File: src/sv/gdip_pkg.sv
// Types, constants and microcode table of the gadget decomposition inner product
`default_nettype none

package gdip_pkg;

    localparam int WORD_W     = 32;
    localparam int BASE_W     = 17;
    localparam int CNT_W      = 3;
    localparam int KEY_FIELDS = 4;
    localparam int KEY_IDX_W  = $clog2(KEY_FIELDS);
    localparam int PROD_W     = WORD_W + BASE_W;
    localparam int DIVR_W     = WORD_W + 1;
    localparam int DSTEP_W    = $clog2(PROD_W + 1);
    localparam int PC_W       = 4;
    localparam int CFG_IDX_W  = 2;

    localparam logic [CFG_IDX_W-1:0] CFG_MODULUS     = 2'd0;
    localparam logic [CFG_IDX_W-1:0] CFG_DIGIT_BASE  = 2'd1;
    localparam logic [CFG_IDX_W-1:0] CFG_DIGIT_COUNT = 2'd2;

    localparam logic [WORD_W-1:0] MODULUS_RST = 32'd16384;
    localparam logic [BASE_W-1:0] BASE_RST    = 17'd32;
    localparam logic [CNT_W-1:0]  COUNT_RST   = 3'd3;

    localparam logic [DSTEP_W-1:0] STEPS_WORD = DSTEP_W'(WORD_W);
    localparam logic [DSTEP_W-1:0] STEPS_PROD = DSTEP_W'(PROD_W);

    typedef logic [PC_W-1:0] pc_t;

    localparam pc_t STEP_IDLE     = 4'd0;
    localparam pc_t STEP_DIV_SUM  = 4'd1;
    localparam pc_t STEP_LOAD_SUM = 4'd2;
    localparam pc_t STEP_TEST     = 4'd3;
    localparam pc_t STEP_DIV_DIG  = 4'd4;
    localparam pc_t STEP_TAKE_DIG = 4'd5;
    localparam pc_t STEP_MUL      = 4'd6;
    localparam pc_t STEP_DIV_PROD = 4'd7;
    localparam pc_t STEP_ADD_PROD = 4'd8;
    localparam pc_t STEP_FINISH   = 4'd9;

    typedef enum logic [3:0] {
        OP_NOP,
        OP_ACCEPT,
        OP_DIV_SUM,
        OP_LOAD_SUM,
        OP_DIV_DIGIT,
        OP_TAKE_DIGIT,
        OP_MUL,
        OP_DIV_PROD,
        OP_ADD_PROD,
        OP_FINISH
    } op_t;

    typedef enum logic [1:0] {
        COND_NEXT,
        COND_ALWAYS,
        COND_DIGITS_DONE
    } cond_t;

    typedef enum logic [1:0] {
        HOLD_NONE,
        HOLD_NO_INPUT,
        HOLD_DIV_BUSY,
        HOLD_OUT_FULL
    } hold_t;

    typedef struct packed {
        op_t   op;
        cond_t cond;
        hold_t hold;
        pc_t   target;
    } ucode_t;

    typedef struct packed {
        logic in_valid;
        logic div_busy;
        logic digits_done;
        logic out_full;
    } status_t;

    typedef struct packed {
        op_t  op;
        logic fire;
        logic idle;
    } ctrl_t;

    function automatic ucode_t ucode_rom(input pc_t step);
        ucode_t w;
        unique case (step)
            STEP_IDLE:     w = '{OP_ACCEPT,     COND_NEXT,        HOLD_NO_INPUT, STEP_IDLE};
            STEP_DIV_SUM:  w = '{OP_DIV_SUM,    COND_NEXT,        HOLD_NONE,     STEP_IDLE};
            STEP_LOAD_SUM: w = '{OP_LOAD_SUM,   COND_NEXT,        HOLD_DIV_BUSY, STEP_IDLE};
            STEP_TEST:     w = '{OP_NOP,        COND_DIGITS_DONE, HOLD_NONE,     STEP_FINISH};
            STEP_DIV_DIG:  w = '{OP_DIV_DIGIT,  COND_NEXT,        HOLD_NONE,     STEP_IDLE};
            STEP_TAKE_DIG: w = '{OP_TAKE_DIGIT, COND_NEXT,        HOLD_DIV_BUSY, STEP_IDLE};
            STEP_MUL:      w = '{OP_MUL,        COND_NEXT,        HOLD_NONE,     STEP_IDLE};
            STEP_DIV_PROD: w = '{OP_DIV_PROD,   COND_NEXT,        HOLD_NONE,     STEP_IDLE};
            STEP_ADD_PROD: w = '{OP_ADD_PROD,   COND_ALWAYS,      HOLD_DIV_BUSY, STEP_TEST};
            STEP_FINISH:   w = '{OP_FINISH,     COND_ALWAYS,      HOLD_OUT_FULL, STEP_IDLE};
            default:       w = '{OP_NOP,        COND_ALWAYS,      HOLD_NONE,     STEP_IDLE};
        endcase
        return w;
    endfunction

endpackage

`default_nettype wire

File: src/sv/gdip_div.sv
// Shared restoring divider: one quotient bit per cycle, quotient and remainder out
`default_nettype none

module gdip_div (
    input  wire logic                              aclk,
    input  wire logic                              aresetn,
    input  wire logic                              start,
    input  wire logic [gdip_pkg::PROD_W-1:0]       dividend,
    input  wire logic [gdip_pkg::DIVR_W-1:0]       divisor,
    input  wire logic [gdip_pkg::DSTEP_W-1:0]      steps,
    output logic                                   busy,
    output logic [gdip_pkg::WORD_W-1:0]            quotient,
    output logic [gdip_pkg::DIVR_W-1:0]            remainder
);

    logic [gdip_pkg::DIVR_W-1:0]  rem_reg, rem_next;
    logic [gdip_pkg::PROD_W-1:0]  dvd_reg, dvd_next;
    logic [gdip_pkg::DIVR_W-1:0]  dvs_reg;
    logic [gdip_pkg::DSTEP_W-1:0] cnt_reg, cnt_next;
    logic                         busy_reg, busy_next;
    logic [gdip_pkg::DIVR_W:0]    trial;
    logic [gdip_pkg::DIVR_W:0]    diff;
    logic                         fits;

    always_comb begin
        trial = {rem_reg, dvd_reg[gdip_pkg::PROD_W-1]};
        diff  = trial - {1'b0, dvs_reg};
        fits  = trial >= {1'b0, dvs_reg};
    end

    always_comb begin
        rem_next  = rem_reg;
        dvd_next  = dvd_reg;
        cnt_next  = cnt_reg;
        busy_next = busy_reg;
        if (start) begin
            rem_next  = '0;
            dvd_next  = dividend;
            cnt_next  = steps;
            busy_next = 1'b1;
        end else if (busy_reg) begin
            rem_next  = fits ? diff[gdip_pkg::DIVR_W-1:0] : trial[gdip_pkg::DIVR_W-1:0];
            dvd_next  = {dvd_reg[gdip_pkg::PROD_W-2:0], fits};
            cnt_next  = cnt_reg - 1'b1;
            busy_next = cnt_reg != 1;
        end
    end

    always_ff @(posedge aclk) begin
        if (!aresetn) begin
            busy_reg <= 1'b0;
            cnt_reg  <= '0;
        end else begin
            busy_reg <= busy_next;
            cnt_reg  <= cnt_next;
        end
        rem_reg <= rem_next;
        dvd_reg <= dvd_next;
        if (start) begin
            dvs_reg <= divisor;
        end
    end

    assign busy      = busy_reg;
    assign quotient  = dvd_reg[gdip_pkg::WORD_W-1:0];
    assign remainder = rem_reg;

endmodule

`default_nettype wire

File: src/sv/gdip_seq.sv
// Microcode sequencer: step counter, control store and conditional jumps
`default_nettype none

module gdip_seq (
    input  wire logic              aclk,
    input  wire logic              aresetn,
    input  wire gdip_pkg::status_t status,
    output gdip_pkg::ctrl_t        ctrl
);

    gdip_pkg::pc_t    pc_reg, pc_next;
    gdip_pkg::ucode_t word;
    logic             hold;
    logic             taken;

    always_comb begin
        word = gdip_pkg::ucode_rom(pc_reg);
        unique case (word.hold)
            gdip_pkg::HOLD_NONE:     hold = 1'b0;
            gdip_pkg::HOLD_NO_INPUT: hold = !status.in_valid;
            gdip_pkg::HOLD_DIV_BUSY: hold = status.div_busy;
            gdip_pkg::HOLD_OUT_FULL: hold = status.out_full;
            default:                 hold = 1'b0;
        endcase
        unique case (word.cond)
            gdip_pkg::COND_NEXT:        taken = 1'b0;
            gdip_pkg::COND_ALWAYS:      taken = 1'b1;
            gdip_pkg::COND_DIGITS_DONE: taken = status.digits_done;
            default:                    taken = 1'b0;
        endcase
        priority if (hold) begin
            pc_next = pc_reg;
        end else if (taken) begin
            pc_next = word.target;
        end else begin
            pc_next = pc_reg + 1'b1;
        end
    end

    always_ff @(posedge aclk) begin
        if (!aresetn) begin
            pc_reg <= gdip_pkg::STEP_IDLE;
        end else begin
            pc_reg <= pc_next;
        end
    end

    assign ctrl.op   = word.op;
    assign ctrl.fire = !hold;
    assign ctrl.idle = pc_reg == gdip_pkg::STEP_IDLE;

endmodule

`default_nettype wire

File: src/sv/gadget_decompose_inner_product.sv
// Top level: gadget decomposition inner product with microcoded control
// Per word the shared bit-serial divider first reduces the running sum, then per digit
//   splits off the digit and reduces the product. One word in flight; next word taken
//   on return to idle.
// Reset (aresetn low, synchronous): registers back to defaults, running sum cleared,
//   output empty, sequencer at idle.
`default_nettype none

module gadget_decompose_inner_product #(
    parameter int MAX_DIGITS = 4
) (
    input  wire logic                             aclk,
    input  wire logic                             aresetn,
    // coefficient, key_word_zero, key_word_one, key_word_two, key_word_three
    input  wire logic [5*gdip_pkg::WORD_W-1:0]    s_tdata,
    input  wire logic                             s_tlast,
    input  wire logic                             s_tvalid,
    output logic                                  s_tready,
    // sum_value
    output logic [gdip_pkg::WORD_W-1:0]           m_tdata,
    output logic                                  m_tvalid,
    input  wire logic                             m_tready,
    input  wire logic                             cfg_wr_en,
    input  wire logic [gdip_pkg::CFG_IDX_W-1:0]   cfg_addr,
    input  wire logic [gdip_pkg::WORD_W-1:0]      cfg_wdata
);

    localparam int DIG_LIMIT = (MAX_DIGITS < gdip_pkg::KEY_FIELDS) ? MAX_DIGITS
                                                                   : gdip_pkg::KEY_FIELDS;

    logic [gdip_pkg::WORD_W-1:0]  modulus_reg;
    logic [gdip_pkg::BASE_W-1:0]  base_reg;
    logic [gdip_pkg::CNT_W-1:0]   count_reg;

    logic [gdip_pkg::WORD_W-1:0]  running_sum_reg;
    logic [gdip_pkg::WORD_W-1:0]  sum_reg;
    logic [gdip_pkg::WORD_W-1:0]  rest_reg;
    logic [gdip_pkg::WORD_W-1:0]  key_reg [gdip_pkg::KEY_FIELDS];
    logic                         last_reg;
    logic [gdip_pkg::CNT_W-1:0]   digit_idx_reg;
    logic [gdip_pkg::BASE_W-1:0]  digit_reg;
    logic [gdip_pkg::PROD_W-1:0]  prod_reg;
    logic [gdip_pkg::WORD_W-1:0]  out_data_reg;
    logic                         out_valid_reg;

    logic [gdip_pkg::DIVR_W-1:0]  m_eff;
    logic [gdip_pkg::CNT_W-1:0]   d_eff;
    logic                         base_small;
    logic [gdip_pkg::DIVR_W:0]    add_sum;
    logic [gdip_pkg::DIVR_W:0]    add_red;
    logic [gdip_pkg::WORD_W-1:0]  sum_new;

    gdip_pkg::status_t            status;
    gdip_pkg::ctrl_t              ctrl;

    logic                         div_start;
    logic [gdip_pkg::PROD_W-1:0]  div_dividend;
    logic [gdip_pkg::DIVR_W-1:0]  div_divisor;
    logic [gdip_pkg::DSTEP_W-1:0] div_steps;
    logic                         div_busy;
    logic [gdip_pkg::WORD_W-1:0]  div_quot;
    logic [gdip_pkg::DIVR_W-1:0]  div_rem;

    logic                         exec;

    always_comb begin
        m_eff = (modulus_reg == '0) ? {1'b1, {gdip_pkg::WORD_W{1'b0}}}
                                    : {1'b0, modulus_reg};
        d_eff = (count_reg > gdip_pkg::CNT_W'(DIG_LIMIT)) ? gdip_pkg::CNT_W'(DIG_LIMIT)
                                                           : count_reg;
        base_small = base_reg < gdip_pkg::BASE_W'(2);
        add_sum = {2'b0, sum_reg} + {1'b0, div_rem};
        add_red = add_sum - {1'b0, m_eff};
        sum_new = (add_sum >= {1'b0, m_eff}) ? add_red[gdip_pkg::WORD_W-1:0]
                                              : add_sum[gdip_pkg::WORD_W-1:0];
    end

    assign status.in_valid    = s_tvalid;
    assign status.div_busy    = div_busy;
    assign status.digits_done = digit_idx_reg == d_eff;
    assign status.out_full    = last_reg && out_valid_reg;

    gdip_seq u_seq (
        .aclk    (aclk),
        .aresetn (aresetn),
        .status  (status),
        .ctrl    (ctrl)
    );

    assign exec = ctrl.fire;

    always_comb begin
        div_start    = 1'b0;
        div_dividend = {prod_reg};
        div_divisor  = m_eff;
        div_steps    = gdip_pkg::STEPS_PROD;
        unique case (ctrl.op)
            gdip_pkg::OP_DIV_SUM: begin
                div_start    = exec;
                div_dividend = {running_sum_reg, {gdip_pkg::BASE_W{1'b0}}};
                div_steps    = gdip_pkg::STEPS_WORD;
            end
            gdip_pkg::OP_DIV_DIGIT: begin
                div_start    = exec;
                div_dividend = {rest_reg, {gdip_pkg::BASE_W{1'b0}}};
                div_divisor  = {{(gdip_pkg::DIVR_W - gdip_pkg::BASE_W){1'b0}}, base_reg};
                div_steps    = gdip_pkg::STEPS_WORD;
            end
            gdip_pkg::OP_DIV_PROD: begin
                div_start    = exec;
            end
            default: begin
                div_start    = 1'b0;
            end
        endcase
    end

    gdip_div u_div (
        .aclk      (aclk),
        .aresetn   (aresetn),
        .start     (div_start),
        .dividend  (div_dividend),
        .divisor   (div_divisor),
        .steps     (div_steps),
        .busy      (div_busy),
        .quotient  (div_quot),
        .remainder (div_rem)
    );

    // configuration registers
    always_ff @(posedge aclk) begin
        if (!aresetn) begin
            modulus_reg <= gdip_pkg::MODULUS_RST;
            base_reg    <= gdip_pkg::BASE_RST;
            count_reg   <= gdip_pkg::COUNT_RST;
        end else if (cfg_wr_en) begin
            unique case (cfg_addr)
                gdip_pkg::CFG_MODULUS:     modulus_reg <= cfg_wdata;
                gdip_pkg::CFG_DIGIT_BASE:  base_reg    <= cfg_wdata[gdip_pkg::BASE_W-1:0];
                gdip_pkg::CFG_DIGIT_COUNT: count_reg   <= cfg_wdata[gdip_pkg::CNT_W-1:0];
                default: ;
            endcase
        end
    end

    // datapath
    always_ff @(posedge aclk) begin
        if (!aresetn) begin
            running_sum_reg <= '0;
            out_valid_reg   <= 1'b0;
            last_reg        <= 1'b0;
            digit_idx_reg   <= '0;
        end else begin
            if (out_valid_reg && m_tready) begin
                out_valid_reg <= 1'b0;
            end
            if (exec) begin
                unique case (ctrl.op)
                    gdip_pkg::OP_ACCEPT: begin
                        rest_reg      <= s_tdata[gdip_pkg::WORD_W-1:0];
                        last_reg      <= s_tlast;
                        digit_idx_reg <= '0;
                        for (int k = 0; k < gdip_pkg::KEY_FIELDS; k++) begin
                            key_reg[k] <= s_tdata[(k+1)*gdip_pkg::WORD_W +: gdip_pkg::WORD_W];
                        end
                    end
                    gdip_pkg::OP_LOAD_SUM: begin
                        sum_reg <= div_rem[gdip_pkg::WORD_W-1:0];
                    end
                    gdip_pkg::OP_TAKE_DIGIT: begin
                        digit_reg <= base_small ? '0 : div_rem[gdip_pkg::BASE_W-1:0];
                        rest_reg  <= base_small ? rest_reg : div_quot;
                    end
                    gdip_pkg::OP_MUL: begin
                        prod_reg <= gdip_pkg::PROD_W'(digit_reg)
                                  * gdip_pkg::PROD_W'(key_reg[digit_idx_reg[gdip_pkg::KEY_IDX_W-1:0]]);
                    end
                    gdip_pkg::OP_ADD_PROD: begin
                        sum_reg       <= sum_new;
                        digit_idx_reg <= digit_idx_reg + 1'b1;
                    end
                    gdip_pkg::OP_FINISH: begin
                        if (last_reg) begin
                            out_data_reg    <= sum_reg;
                            out_valid_reg   <= 1'b1;
                            running_sum_reg <= '0;
                        end else begin
                            running_sum_reg <= sum_reg;
                        end
                    end
                    default: ;
                endcase
            end
        end
    end

    assign s_tready = ctrl.idle;
    assign m_tdata  = out_data_reg;
    assign m_tvalid = out_valid_reg;

endmodule

`default_nettype wire

File: config.mk
export PLATFORM = sky130hd
export DESIGN_NAME = gadget_decompose_inner_product
export DESIGN_NICKNAME = d
export VERILOG_FILES = /design/src/sv/gdip_pkg.sv /design/src/sv/gdip_div.sv /design/src/sv/gdip_seq.sv /design/src/sv/gadget_decompose_inner_product.sv
export SDC_FILE = /design/constraint.sdc
export NUM_CORES = 2
export LEC_CHECK = 0
export ABC_AREA = 0
export BUFFER_PORTS_ARGS = -buffer_cell sky130_fd_sc_hd__buf_2
export CAP_MARGIN = 40
export CORE_ASPECT_RATIO = 0.6
export CORE_UTILIZATION = 50
export DETAILED_ROUTE_END_ITERATION = 6
export PLACE_DENSITY = 0.65
export RECOVER_POWER = 50
export SYNTH_ARGS = -nofsm -noshare
export SYNTH_HDL_FRONTEND = slang
export SYNTH_SLANG_ARGS = --single-unit
File: constraint.sdc
create_clock -name aclk -period 10.65 [get_ports aclk]
set_input_delay 0.5325 -clock aclk [delete_from_list [all_inputs] [get_ports aclk]]
set_output_delay 0.5325 -clock aclk [all_outputs]
set_load 0.005 [all_outputs]
==> flow_summary.toml <==
[die]
fp.dieH_um = 228
ios = 234
fp.dieArea_sq_um = 86500
core_area_sq_um = 83900
fp-row-count = 82
initial_core_util_pct = 50.8
die_w_um = 379

[yosys]
synth-edff-count = 372
yosysSeqAreaShare_pct = 33.0
ys_types = 74
yosys_warnings = 0
synthCells = 4342
synth_top_area_share_pct = 26.2
syn_nets = 5226
synthesis.area_sq_um = 42700
ys_ff_latch = 517
synth_top_area_cell = "edfxtp_1"
async_flop_share_pct = 0
yosys.cell_count.top_type = "nand2_1"
avgSynthCellArea_sq_um = 9.83
synth_area_leaders = "edfxtp_1 (26%), fa_1 (21%), dfxtp_1 (6.8%)"
netlist_top_cells_count = "nand2_1 (685), inv_1 (639), fa_1 (452), edfxtp_1 (372), and2_1 (233)"
synth-main-ff-cell = "edfxtp_1"

[sta]
fin_worst_skew_ps = 27.2
hold_violations = 0
finalCriticalPeriod_ps = 9080
tns_ps = 0
rsz0062_at_grt = "no"
drv_slew = 341
relSlewSlack_pct = -59.7
fmax_mhz = 110
worstMarginPinSlew_ps = 2400
finalCritPeriodShare_pct = 85.3
setup_viol = 0

[finish]
fin_nets = 5363
fin_area_sq_um = 46700
largest_reg_flops = 128
multiInputGateArea_sq_um = 25500
drive_gt1_share_pct = 9.38
area_growth_pct = 9.45
fillCellCount = 7536
regArea_sq_um = 14100

[route]
vias = 32100
drc = 0
avgRoutedWirePerCell_um = 22.5
routed_wl_um = 127000
first_pass_iters = 7
drt_iter0_drc = 3504
vias_per_cell = 5.68
ant_nets = 0

[grt]
grt_max_degree = 106
grt_use_total_pct = 29.7
antenna_found_initial = 6
met2_usage_pct = 35.0
gr-total-overflow = 0
grt.busiest_layer = "met1"
grtUsageMet3_pct = 14.1
met1_usage_pct = 47.5
first_global_vias = 31300
grt_pass1_wl_um = 192000

[worst_setup_path]
worst_path_largest_cell_delay_ps = 1290
slowest_stage = "dfxtp_1"
cp-start-kind = "register"
path_cells = "buf_4 > mux4_2 > and2_1 > fa_1 > fa_1 > fa_1 > fa_1 > fa_1 > inv_1 > fa_1 > inv_1 > ha_1 > and3_1 > and2_1 > o2111ai_1 > a2111oi_0 > buf_1 > o311ai_0 > a21boi_0 > a21o_1 > a21o_1 > a21oi_1 > xnor2_1"
cp-end-kind = "register"
arrival_ps = 9450
cp_max_fo = 21
critPathBufInv = 4
reg2regPathDepth = 23
required_ps = 11020
critPathTopFamily = "adder cells"
r2r-end = "prod_reg[46]"
setup.worst_path.class = "register to register"
worst-r2r-setup-slack_ps = 1570
cp_common_cell = "fa_1"

[worst_hold_path]
hold_depth = 1
min_from = "s_tdata[137]"
hold_path_class = "input port to register"
whs_endpoint = "key_reg[3][9]"

[clocking]
clock_path_buffers = 3
cts_tree = "yes"
holdBufCountCts = 0
cts_sinks = 517
cts_buffers = 50
post_cts_buffers = 0
ctsResizeCount = 0
clockRootBuffer = "clkbuf_16"
clock_latency_ps = 620
cts.reportedPaths.clkPinSlew_ps = 70
htree_levels = 2

[place]
hpwl_um = 98600
place.gp.congestion = 0.991
portBuffers = 233
postPlaceCellArea_sq_um = 45100

[run_status]
violations = "capacitance limit, slew limit"
outcome = "finished, violations left"

[job]
cap_violations = 8
==> area by class of cell <==
type / instances / share of cell area [%]
inverter: 639 / 5.14
clock buffer: 64 / 3.04
antenna: 2 / 0.0107
multi-input combinational: 2980 / 54.6
clock inverter: 28 / 0.547
tap: 1134 / 3.04
sequential: 517 / 30.1
timing repair buffer: 291 / 3.51
==> layout by cell type, fill, tap and decap left out, types with 13 or more instances in the layout <==
master / netlist / routed
xor2_1: 41 / 41
buf_4: 0 / 38
nor2b_1: 57 / 57
nand2b_1: 28 / 28
clkbuf_1: 193 / 45
inv_1: 639 / 639
nor3b_1: 39 / 38
a21boi_0: 57 / 57
mux2i_1: 13 / 13
fa_1: 452 / 452
nor4_1: 15 / 13
nand2_1: 685 / 684
and3_1: 20 / 19
a21oi_1: 204 / 204
and2_1: 233 / 227
buf_2: 3 / 206
edfxtp_1: 372 / 372
mux2_2: 34 / 31
a211oi_1: 25 / 25
mux4_2: 32 / 32
o21a_1: 28 / 28
a31oi_1: 40 / 40
nand4_1: 21 / 21
ha_1: 232 / 232
nor3_1: 29 / 29
xnor2_1: 78 / 78
a22o_1: 32 / 32
o21bai_1: 17 / 17
nor2_1: 135 / 132
a21o_1: 78 / 78
dfxtp_1: 145 / 144
clkbuf_16: 0 / 55
nand3_1: 42 / 41
o21ai_0: 189 / 189
==> cell families after synthesis <==
group	Yosys count	synth area share (%)
mux	79	2.89
compound gates	763	11.4
simple gates	1335	14.8
xor+xnor	119	2.44
buf+inv	845	7.44
fa+ha+maj	684	28.0
flops	517	33.0
==> metal layers <==
metal  wire, um  part of all wire, %
met1      60800                   48
met2      44800                   35
met3      19500                   15
met4       1870                  1.5
met5        330                 0.26
==> worst reg2reg max path, stage by stage (launching register included) <==
cell and delay (ps):
dfxtp_1 1290, buf_4 440, mux4_2 850, and2_1 310, fa_1 500, fa_1 430
fa_1 510, fa_1 440, fa_1 490, inv_1 50, fa_1 470, inv_1 40
ha_1 370, and3_1 240, and2_1 140, o2111ai_1 210, a2111oi_0 630, buf_1 220
o311ai_0 190, a21boi_0 480, a21o_1 230, a21o_1 120, a21oi_1 70, xnor2_1 140
==> worst max path at each step <==
stage,slack (ps),start,cells past startpoint,to
final,1570,register,23,prod_reg[46]
after global routing,880,register,26,prod_reg[46]
after CTS,2060,register,23,prod_reg[46]
after detailed placement,2070,register,23,prod_reg[46]
after global placement,1730,register,22,prod_reg[46]
after floorplan,2880,register,25,prod_reg[46]
==> per-stage QoR <==
step	util [%]	hold WS [ps]	setup slack (ps)	std cells
final	55.6	81.2	1570	5655
after global placement	53.5	467	1730	5551
after CTS	55.7	45.0	2060	5651
after global routing	55.6	59.2	877	5653
after detailed placement	53.7	474	2070	5559
after floorplan	-	440	2880	4342
Power is not shown: default switching activity piles up to over one toggle a cycle in this logic, so the estimate is an artifact.
